$ cat config.mk
export PLATFORM = sky130hd
export DESIGN_NAME = atlas_shelf_rect_packer_top_flat
export DESIGN_NICKNAME = d
export VERILOG_FILES = /design/src/asrp_pkg.sv /design/src/asrp_cfg_if.sv /design/src/asrp_rect_if.sv /design/src/asrp_place_if.sv /design/src/asrp_writer_mem.sv /design/src/asrp_ctrl.sv /design/src/atlas_shelf_rect_packer_top.sv /design/src/flat_wrapper.sv
export SDC_FILE = /design/constraint.sdc
export NUM_CORES = 2
export LEC_CHECK = 0
export BUFFER_PORTS_ARGS = -buffer_cell sky130_fd_sc_hd__buf_2
export CORE_AREA = 2 2 663 665
export CTS_BUF_LIST = sky130_fd_sc_hd__clkbuf_8
export DETAILED_ROUTE_END_ITERATION = 10
export DIE_AREA = 0 0 665 667
export MAX_ROUTING_LAYER = met4
export PLACE_DENSITY = 0.64
export SLEW_MARGIN = 5
export SYNTH_ARGS = -nofsm -noshare
export SYNTH_HDL_FRONTEND = slang
export SYNTH_MEMORY_MAX_BITS = 65536
export SYNTH_SLANG_ARGS = --single-unit
$ cat constraint.sdc
create_clock -name clk -period 13.57 [get_ports clk]
set_input_delay 1.357 -clock clk [delete_from_list [all_inputs] [get_ports clk]]
set_output_delay 1.357 -clock clk [all_outputs]
set_load 0.01 [all_outputs]
$ cat src/asrp_pkg.sv
// shared types, constants and helpers of the shelf rectangle packer
package asrp_pkg;

  localparam int DIM_W = 13;
  localparam int SUM_W = DIM_W + 1;
  localparam int POS_W = 12;
  localparam int STATUS_W = 2;
  localparam int CFG_IDX_W = 4;

  localparam int MAX_DIM = 4096;
  localparam int WRITER_SLOTS_DEF = 64;

  localparam logic [DIM_W-1:0] ATLAS_WIDTH_RST = DIM_W'(1024);
  localparam logic [DIM_W-1:0] ATLAS_HEIGHT_RST = DIM_W'(1024);

  localparam logic [CFG_IDX_W-1:0] REG_ATLAS_WIDTH = CFG_IDX_W'(0);
  localparam logic [CFG_IDX_W-1:0] REG_ATLAS_HEIGHT = CFG_IDX_W'(1);

  localparam logic [STATUS_W-1:0] STATUS_PLACED = 2'd0;
  localparam logic [STATUS_W-1:0] STATUS_NO_ROOM = 2'd1;
  localparam logic [STATUS_W-1:0] STATUS_TABLE_FULL = 2'd2;

  // one writer: a shelf grows rightward, a column grows downward
  typedef struct packed {
    logic [DIM_W-1:0] top;
    logic [DIM_W-1:0] right;
    logic [DIM_W-1:0] bottom;
    logic [DIM_W-1:0] left;
    logic [DIM_W-1:0] limit;
    logic             is_column;
  } writer_t;

  typedef struct packed {
    logic [DIM_W-1:0] aw;
    logic [DIM_W-1:0] ah;
  } dims_t;

  typedef struct packed {
    logic [STATUS_W-1:0] status;
    logic [POS_W-1:0]    pos_x;
    logic [POS_W-1:0]    pos_y;
  } result_t;

  function automatic logic [DIM_W-1:0] clamp_dim(input logic [DIM_W-1:0] v);
    logic [DIM_W-1:0] r;
    if (32'(v) > MAX_DIM) begin
      r = DIM_W'(MAX_DIM);
    end else begin
      r = v;
    end
    return r;
  endfunction

endpackage

$ cat src/asrp_cfg_if.sv
// register write channel
interface asrp_cfg_if import asrp_pkg::*; ();
  logic                 valid;
  logic                 ready;
  logic [CFG_IDX_W-1:0] index;
  logic [DIM_W-1:0]     data;

  modport source (output valid, output index, output data, input ready);
  modport sink (input valid, input index, input data, output ready);
endinterface

$ cat src/asrp_rect_if.sv
// rectangle request channel
interface asrp_rect_if import asrp_pkg::*; ();
  logic             valid;
  logic             ready;
  logic [DIM_W-1:0] rect_width;
  logic [DIM_W-1:0] rect_height;

  modport source (output valid, output rect_width, output rect_height, input ready);
  modport sink (input valid, input rect_width, input rect_height, output ready);
endinterface

$ cat src/asrp_place_if.sv
// placement result channel
interface asrp_place_if import asrp_pkg::*; ();
  logic                valid;
  logic                ready;
  logic [STATUS_W-1:0] status;
  logic [POS_W-1:0]    pos_x;
  logic [POS_W-1:0]    pos_y;

  modport source (output valid, output status, output pos_x, output pos_y, input ready);
  modport sink (input valid, input status, input pos_x, input pos_y, output ready);
endinterface

$ cat src/asrp_writer_mem.sv
// writer table: one write port, one read port with registered read data
module asrp_writer_mem import asrp_pkg::*; #(
  parameter int WRITER_SLOTS = WRITER_SLOTS_DEF,
  localparam int IDX_W = $clog2(WRITER_SLOTS)
) (
  input  logic             clk,
  input  logic             we,
  input  logic [IDX_W-1:0] waddr,
  input  writer_t          wdata,
  input  logic [IDX_W-1:0] raddr,
  output writer_t          rdata
);

  writer_t mem [WRITER_SLOTS];

  always_ff @(posedge clk) begin
    if (we) begin
      mem[waddr] <= wdata;
    end
  end

  always_ff @(posedge clk) begin
    rdata <= mem[raddr];
  end

endmodule

$ cat src/asrp_ctrl.sv
// placement sequencer: table scan, selection, shelf/column update
module asrp_ctrl import asrp_pkg::*; #(
  parameter int WRITER_SLOTS = WRITER_SLOTS_DEF,
  localparam int IDX_W = $clog2(WRITER_SLOTS),
  localparam int CNT_W = $clog2(WRITER_SLOTS + 1)
) (
  input  logic             clk,
  input  logic             rst,
  asrp_rect_if.sink        rect,
  input  dims_t            dims,
  output logic             res_valid,
  input  logic             res_ready,
  output result_t          res,
  output logic             mem_we,
  output logic [IDX_W-1:0] mem_waddr,
  output writer_t          mem_wdata,
  output logic [IDX_W-1:0] mem_raddr,
  input  writer_t          mem_rdata
);

  typedef enum logic [2:0] {
    S_IDLE, S_SCAN, S_DECIDE, S_PLACE, S_UPDATE, S_FINISH
  } state_t;

  state_t           state;
  logic [CNT_W-1:0] count;
  logic [DIM_W-1:0] floor;
  logic [DIM_W-1:0] w;
  logic [DIM_W-1:0] h;
  logic [CNT_W-1:0] iss_idx;
  logic             chk_vld;
  logic             found;
  logic [DIM_W-1:0] mw;
  logic [DIM_W-1:0] mh;
  logic [IDX_W-1:0] sel_idx;
  writer_t          sel;

  logic [DIM_W-1:0] sw;
  logic [DIM_W-1:0] sh;
  logic [SUM_W-1:0] sum_rw;
  logic [SUM_W-1:0] sum_bh;
  logic             fit;
  logic             take;
  logic [SUM_W-1:0] floor_sum;
  logic [DIM_W-1:0] sel_span;
  logic             add_col;
  logic             table_free;
  writer_t          col_entry;
  writer_t          adv_entry;

  // fit test and smallest-span rule on the entry coming out of the table
  always_comb begin
    sw = mem_rdata.right - mem_rdata.left;
    sh = mem_rdata.bottom - mem_rdata.top;
    sum_rw = {1'b0, mem_rdata.right} + {1'b0, w};
    sum_bh = {1'b0, mem_rdata.bottom} + {1'b0, h};
    if (mem_rdata.is_column) begin
      fit = (sum_bh <= {1'b0, mem_rdata.limit}) && (sw >= w);
    end else begin
      fit = (sum_rw <= {1'b0, mem_rdata.limit}) && (sh >= h);
    end
    take = !found || ((sw <= mw) && (sh <= mh)) || (sh < mh);
  end

  always_comb begin
    floor_sum = {1'b0, floor} + {1'b0, h};
    table_free = count < CNT_W'(WRITER_SLOTS);
    sel_span = sel.bottom - sel.top;
    add_col = !sel.is_column && ({1'b0, sel_span} >= {h, 1'b0}) && table_free;

    col_entry.top = sel.top + h;
    col_entry.right = sel.right + w;
    col_entry.bottom = sel.top + h;
    col_entry.left = sel.right;
    col_entry.limit = sel.bottom;
    col_entry.is_column = 1'b1;

    adv_entry = sel;
    if (sel.is_column) begin
      adv_entry.bottom = sel.bottom + h;
    end else begin
      adv_entry.right = sel.right + w;
    end
  end

  always_comb begin
    rect.ready = (state == S_IDLE);
    res_valid = (state == S_FINISH);
    mem_raddr = iss_idx[IDX_W-1:0];
    mem_we = 1'b0;
    mem_waddr = sel_idx;
    mem_wdata = adv_entry;
    case (state)
      S_PLACE: begin
        mem_we = add_col;
        mem_waddr = count[IDX_W-1:0];
        mem_wdata = col_entry;
      end
      S_UPDATE: begin
        mem_we = 1'b1;
      end
      default: begin
      end
    endcase
  end

  always_ff @(posedge clk) begin
    if (rst) begin
      state <= S_IDLE;
      count <= '0;
      floor <= '0;
      chk_vld <= 1'b0;
      found <= 1'b0;
      iss_idx <= '0;
    end else begin
      case (state)
        S_IDLE: begin
          if (rect.valid) begin
            w <= rect.rect_width;
            h <= rect.rect_height;
            iss_idx <= '0;
            chk_vld <= 1'b0;
            found <= 1'b0;
            if (rect.rect_width == '0 || rect.rect_height == '0 ||
                rect.rect_width > dims.aw) begin
              res <= '{status: STATUS_NO_ROOM, pos_x: '0, pos_y: '0};
              state <= S_FINISH;
            end else begin
              state <= S_SCAN;
            end
          end
        end
        S_SCAN: begin
          // read issued the cycle before its check
          if (chk_vld && fit && take) begin
            found <= 1'b1;
            mw <= (found && mw < sw) ? mw : sw;
            mh <= (found && mh < sh) ? mh : sh;
            sel <= mem_rdata;
            sel_idx <= iss_idx[IDX_W-1:0] - IDX_W'(1);
          end
          if (iss_idx < count) begin
            iss_idx <= iss_idx + CNT_W'(1);
            chk_vld <= 1'b1;
          end else begin
            chk_vld <= 1'b0;
            if (!chk_vld) begin
              state <= S_DECIDE;
            end
          end
        end
        S_DECIDE: begin
          if (found) begin
            state <= S_PLACE;
          end else if (floor_sum > {1'b0, dims.ah}) begin
            res <= '{status: STATUS_NO_ROOM, pos_x: '0, pos_y: '0};
            state <= S_FINISH;
          end else if (!table_free) begin
            res <= '{status: STATUS_TABLE_FULL, pos_x: '0, pos_y: '0};
            state <= S_FINISH;
          end else begin
            sel <= '{top: floor, right: '0, bottom: floor_sum[DIM_W-1:0],
                     left: '0, limit: dims.aw, is_column: 1'b0};
            sel_idx <= count[IDX_W-1:0];
            count <= count + CNT_W'(1);
            floor <= floor_sum[DIM_W-1:0];
            state <= S_PLACE;
          end
        end
        S_PLACE: begin
          res.status <= STATUS_PLACED;
          if (sel.is_column) begin
            res.pos_x <= sel.left[POS_W-1:0];
            res.pos_y <= sel.bottom[POS_W-1:0];
          end else begin
            res.pos_x <= sel.right[POS_W-1:0];
            res.pos_y <= sel.top[POS_W-1:0];
          end
          if (add_col) begin
            count <= count + CNT_W'(1);
          end
          state <= S_UPDATE;
        end
        S_UPDATE: begin
          state <= S_FINISH;
        end
        S_FINISH: begin
          if (res_ready) begin
            state <= S_IDLE;
          end
        end
        default: begin
          state <= S_IDLE;
        end
      endcase
    end
  end

  a_count_bound: assert property (@(posedge clk) disable iff (rst)
    count <= CNT_W'(WRITER_SLOTS))
    else $error("writer count beyond table depth");

  a_count_grows: assert property (@(posedge clk) disable iff (rst)
    !$past(rst) |-> count >= $past(count))
    else $error("writer count went down");

  a_write_in_table: assert property (@(posedge clk) disable iff (rst)
    mem_we |=> CNT_W'($past(mem_waddr)) < count)
    else $error("table write outside filled entries");

  a_floor_grows: assert property (@(posedge clk) disable iff (rst)
    !$past(rst) |-> floor >= $past(floor))
    else $error("shelf floor went down");

endmodule

$ cat src/atlas_shelf_rect_packer_top.sv
// Shelf rectangle packer for a texture atlas.
// Channels: rect takes one rectangle (rect_width, rect_height); place returns
// one result per rectangle (status, pos_x, pos_y) in request order; cfg writes
// atlas_width (index 0) and atlas_height (index 1), always ready, and is to be
// written only while no rectangle is in flight.
// A rectangle is taken only when the sequencer is idle. It then scans the n
// filled writer entries through the table memory, one read a cycle with each
// check in the cycle after its read, then decides, places and writes back; the
// next rectangle is taken once the result has left the sequencer. A refused new
// shelf skips the place and update states, and rejected sizes skip the scan.
// Only entries below the fill count are used, so the table needs no clearing:
// reset empties it at once and sets both atlas dimensions to 1024.
// The result sits in an output register; a new rectangle is taken while it
// waits, and the sequencer holds its next result until place is drained.
module atlas_shelf_rect_packer_top import asrp_pkg::*; #(
  parameter int WRITER_SLOTS = WRITER_SLOTS_DEF,
  localparam int IDX_W = $clog2(WRITER_SLOTS)
) (
  input  logic        clk,
  input  logic        rst,
  asrp_cfg_if.sink    cfg,
  asrp_rect_if.sink   rect,
  asrp_place_if.source place
);

  logic [DIM_W-1:0] atlas_width;
  logic [DIM_W-1:0] atlas_height;
  dims_t            dims;
  logic             res_valid;
  logic             res_ready;
  result_t          res;
  logic             out_valid;
  result_t          out_res;
  logic             mem_we;
  logic [IDX_W-1:0] mem_waddr;
  writer_t          mem_wdata;
  logic [IDX_W-1:0] mem_raddr;
  writer_t          mem_rdata;

  assign cfg.ready = 1'b1;

  always_ff @(posedge clk) begin
    if (rst) begin
      atlas_width <= ATLAS_WIDTH_RST;
      atlas_height <= ATLAS_HEIGHT_RST;
    end else if (cfg.valid) begin
      case (cfg.index)
        REG_ATLAS_WIDTH: atlas_width <= cfg.data;
        REG_ATLAS_HEIGHT: atlas_height <= cfg.data;
        default: begin
        end
      endcase
    end
  end

  assign dims.aw = clamp_dim(atlas_width);
  assign dims.ah = clamp_dim(atlas_height);

  // output register parts the sequencer from the receiver
  assign res_ready = !out_valid || place.ready;

  always_ff @(posedge clk) begin
    if (rst) begin
      out_valid <= 1'b0;
    end else if (res_ready) begin
      out_valid <= res_valid;
    end
  end

  always_ff @(posedge clk) begin
    if (res_ready && res_valid) begin
      out_res <= res;
    end
  end

  assign place.valid = out_valid;
  assign place.status = out_res.status;
  assign place.pos_x = out_res.pos_x;
  assign place.pos_y = out_res.pos_y;

  asrp_ctrl #(.WRITER_SLOTS(WRITER_SLOTS)) u_ctrl (
    .clk       (clk),
    .rst       (rst),
    .rect      (rect),
    .dims      (dims),
    .res_valid (res_valid),
    .res_ready (res_ready),
    .res       (res),
    .mem_we    (mem_we),
    .mem_waddr (mem_waddr),
    .mem_wdata (mem_wdata),
    .mem_raddr (mem_raddr),
    .mem_rdata (mem_rdata)
  );

  asrp_writer_mem #(.WRITER_SLOTS(WRITER_SLOTS)) u_mem (
    .clk   (clk),
    .we    (mem_we),
    .waddr (mem_waddr),
    .wdata (mem_wdata),
    .raddr (mem_raddr),
    .rdata (mem_rdata)
  );

endmodule

$ cat src/flat_wrapper.sv
// flat-port wrapper written by rule: the top's interface ports become plain ports
module atlas_shelf_rect_packer_top_flat import asrp_pkg::*;
#(
  parameter int WRITER_SLOTS = WRITER_SLOTS_DEF,
  localparam int IDX_W = $clog2(WRITER_SLOTS)
)
  (clk, rst, cfg_valid, cfg_index, cfg_data, cfg_ready, rect_valid, rect_rect_width, rect_rect_height, rect_ready, place_valid, place_status, place_pos_x, place_pos_y, place_ready);
  asrp_cfg_if cfg_i ();
  asrp_rect_if rect_i ();
  asrp_place_if place_i ();
  input  logic clk;
  input  logic rst;
  input wire logic [$bits(cfg_i.valid)-1:0] cfg_valid;
  input wire logic [$bits(cfg_i.index)-1:0] cfg_index;
  input wire logic [$bits(cfg_i.data)-1:0] cfg_data;
  output wire logic [$bits(cfg_i.ready)-1:0] cfg_ready;
  input wire logic [$bits(rect_i.valid)-1:0] rect_valid;
  input wire logic [$bits(rect_i.rect_width)-1:0] rect_rect_width;
  input wire logic [$bits(rect_i.rect_height)-1:0] rect_rect_height;
  output wire logic [$bits(rect_i.ready)-1:0] rect_ready;
  output wire logic [$bits(place_i.valid)-1:0] place_valid;
  output wire logic [$bits(place_i.status)-1:0] place_status;
  output wire logic [$bits(place_i.pos_x)-1:0] place_pos_x;
  output wire logic [$bits(place_i.pos_y)-1:0] place_pos_y;
  input wire logic [$bits(place_i.ready)-1:0] place_ready;
  assign cfg_i.valid = cfg_valid;
  assign cfg_i.index = cfg_index;
  assign cfg_i.data = cfg_data;
  assign cfg_ready = cfg_i.ready;
  assign rect_i.valid = rect_valid;
  assign rect_i.rect_width = rect_rect_width;
  assign rect_i.rect_height = rect_rect_height;
  assign rect_ready = rect_i.ready;
  assign place_valid = place_i.valid;
  assign place_status = place_i.status;
  assign place_pos_x = place_i.pos_x;
  assign place_pos_y = place_i.pos_y;
  assign place_i.ready = place_ready;
  atlas_shelf_rect_packer_top #(.WRITER_SLOTS(WRITER_SLOTS)) u_core (.clk(clk), .rst(rst), .cfg(cfg_i), .rect(rect_i), .place(place_i));
endmodule
==> results.toml <==
[run_status]
status = "finished clean"

[detailed_routing]
firstDrtPassIters = 6
remaining_drc_errors = 0
wl_um = 500000
drtIter0Drc = 13203
wl_per_cell_um = 33.2
via_count = 88380
ant_nets = 0
vias_per_cell = 5.87

[clock_tree]
cts_buffers = 705
clockBufferDepth = 4
ctsResizeCount = 0
htreeDepth = 6
clkSinkCount = 4525
cts_setup_buffers = 0
cts_root_buffer = "clkbuf_8"
tritoncts = "built"
insertion_delay_ns = 1.23
clk_pin_slew_worst_paths_ns = 0.06
ctsHoldBuffers = 0

[sta]
tns_ns = 0
slew-limit-headroom = 0.175
setup_violations = 0
grt_setup_unrepaired = "no"
post-route-min-period_ns = 7.68
tightest_slew_ns = 1.24
whs_ns = 0.396
finalCritPeriodShare = 0.566
finalClockSkew_ns = 0.0811
maxSlewViolCount = 0
hold_violations = 0
clock.fmax_mhz = 130

[finish]
layout-drive-gt1-share = 0.297
syn_to_final_growth_pct = 12.6
nets = 8935
nFillCells = 35883

[hold_path]
hp-class = "in2reg"

[worst_setup_path]
worstSetupPathType = "reg2reg"
critical_path.cell_chain = "inv_1 > ha_1 > inv_1 > fa_1 > nand2_1 > nand2_1 > a21oi_1 > o21ai_0 > a21oi_1 > o21bai_1 > a21oi_1 > o21ai_0 > o41a_1 > xnor2_1 > ha_1 > nand3_1 > nor4_1 > o21ai_0 > o211ai_1 > o2111a_1 > o2bb2ai_1 > nand2_1 > nor2_4 > buf_4"
end_kind = "flop"
crit_required_ns = 14.39
reg2reg_slack_ns = 5.89
start_kind = "flop"
cp_max_fo = 40
crit_slowest_cell = "nor2_4"
cp.arrival_ns = 8.51
max_stage_delay_ns = 1.14

[pwr]
ir_drop_uv = 98.5
p_leak_uw = 0.0623
p_per_area_nw_per_um2 = 136

[synthesis]
yosysMostFrequentCell = "edfxtp_1"
synth.area.top_cells = "edfxtp_1, mux4_2, ha_1"
syn_area_um2 = 178000
seq_area_frac_synth = 0.755
ys_ff_latch = 4525
yosys-top-cells-count = "edfxtp_1, mux4_2, clkbuf_1, nand2_1, nor2_1"
synth_warnings = 0
synth_edf_count = 4400
ys_async_sr_fraction = 0
yosysTopAreaCellShare = 0.741
ys_types = 81
synth_ff_type = "edfxtp_1"
syn-num-nets = 8266
yosysTopAreaCell = "edfxtp_1"
netlist_instances = 7988
syn_avg_cell_area_um2 = 22.3

[place]
io_buffers = 75
dp_hpwl_um = 293000
place_congestion = 0.897

[global_route]
grt_antenna_before_repair = 75
grt_pass1_vias = 89080
grt_pass1_wl_um = 694000
track_usage = 0.229
grt_start_max_net_pins = 127
grt-ovfl-total = 0

[floorplan]
die_h_um = 667
io_pins = 77
core_area_um2 = 437000
dieArea_um2 = 444000
floorplan.rows = 243
start_util = 0.409
chipWidth_um = 665

[run]
timing.max_cap.violations = 0
## cells by family after synthesis
| family | Yosys count | share of synthesized area |
|---|---|---|
| simple gates | 727 | 0.0182 |
| flops | 4525 | 0.755 |
| other cells | 1 | 0.0000210 |
| buf+inv | 533 | 0.0116 |
| mux | 1460 | 0.179 |
| fa+ha+maj | 238 | 0.0170 |
| xor+xnor | 98 | 0.00481 |
| compound gates | 406 | 0.0147 |
## registers in the layout, summed over array words and instances (netlist names), 7 cells and up
register                 cells
u_core.u_ctrl.col_entry     26
u_core.u_ctrl.adv_entry     40
u_core.u_ctrl.h             13
u_core.u_ctrl.count          7
u_core.u_ctrl.floor         13
u_core.place.pos_x          12
u_core.u_mem.rdata          66
u_core.place.pos_y          12
u_core.atlas_height         13
u_core.u_ctrl.w             13
u_core.u_ctrl.mh            13
u_core.u_ctrl.iss_idx        7
u_core.u_mem.mem          4224
u_core.u_ctrl.mw            13
u_core.u_ctrl.res           26
u_core.atlas_width          13
## layout by cell type (no fill, tap or decap), types with 16 or more instances in the layout
cell type and n:
diode_2 66, edfxtp_1 4400, nor2b_1 32, inv_1 399, nand2b_1 26, mux2i_1 69
clkbuf_8 727, xor2_1 34, clkinv_1 165, dfxtp_1 119, clkinv_2 76, o21a_1 25
buf_4 243, buf_2 75, a21oi_1 79, o21ai_4 22, xnor2_1 63, mux4_2 1386
and2_1 19, ha_1 221, nand3_1 19, nor2_1 181, nor2_4 66, clkinvlp_4 16
a21o_1 38, o21ai_0 107, nor3_1 44, bufinv_16 21, nand2_1 253
## routing by layer
layer,share of wire,wire [um],track usage,vias up
met3,0.095,47600,0.0404,744
met2,0.48,242000,0.357,5012
met1,0.38,192000,0.304,47428
met4,0.036,17800,0.0804,0
met5,0,0,-,-
li1,-,-,-,35196
## critical path, delay by kind of cell, from the launching register on
family | cells | cell delay (ns)
flip-flops | 1 | 0.43
AO/OA/AOI/OAI | 11 | 2.51
adder cells (fa/ha/maj) | 3 | 0.94
AND/OR/NAND/NOR | 6 | 2.21
buffers and inverters | 3 | 0.94
XOR/XNOR | 1 | 0.14
## final timing paths
path / start / depth (start not counted) / endpoint
worst min-delay path: cfg_data[10] / 2 / u_core.atlas_width[10]
worst max register to register: u_core.u_ctrl.col_entry[1] / 24 / u_core.u_mem.mem[36][25]
worst min register to register: u_core.u_ctrl.res[25] / 0 / u_core.place.status[1]
worst max-delay path: u_core.u_ctrl.col_entry[1] / 24 / u_core.u_mem.mem[36][25]
## area by class of cell
cell class,instances,area [um^2],share of cell area
clock buffer,727,10000,0.0498
clock inverter,544,3120,0.0155
tap,5757,7200,0.0359
inverter,169,634,0.00316
antenna,66,165,0.000822
multi-input combinational,2930,42700,0.213
sequential,4525,135000,0.670
timing repair buffer,326,2360,0.0117
## power by group
group | switching [uW] | internal, uW
registers | 47.2 | 15500
logic | 671 | 231
clock network | 5410 | 5410
## through the flow
stage / instance area, um^2 / total power (uW) / util / std cells / setup WS [ns]
global route: 201000 / 28000 / 0.460 / 15031 / 5.53
global placement: 188000 / 16700 / 0.430 / 13707 / 5.94
floorplan: 178000 / 16300 / - / 7988 / 3.94
detailed placement: 188000 / 16700 / 0.430 / 13707 / 6.11
finish: 201000 / 27200 / 0.460 / 15044 / 5.89
CTS: 201000 / 27400 / 0.460 / 14978 / 6.06
Power figures use the tool's default switching activity.
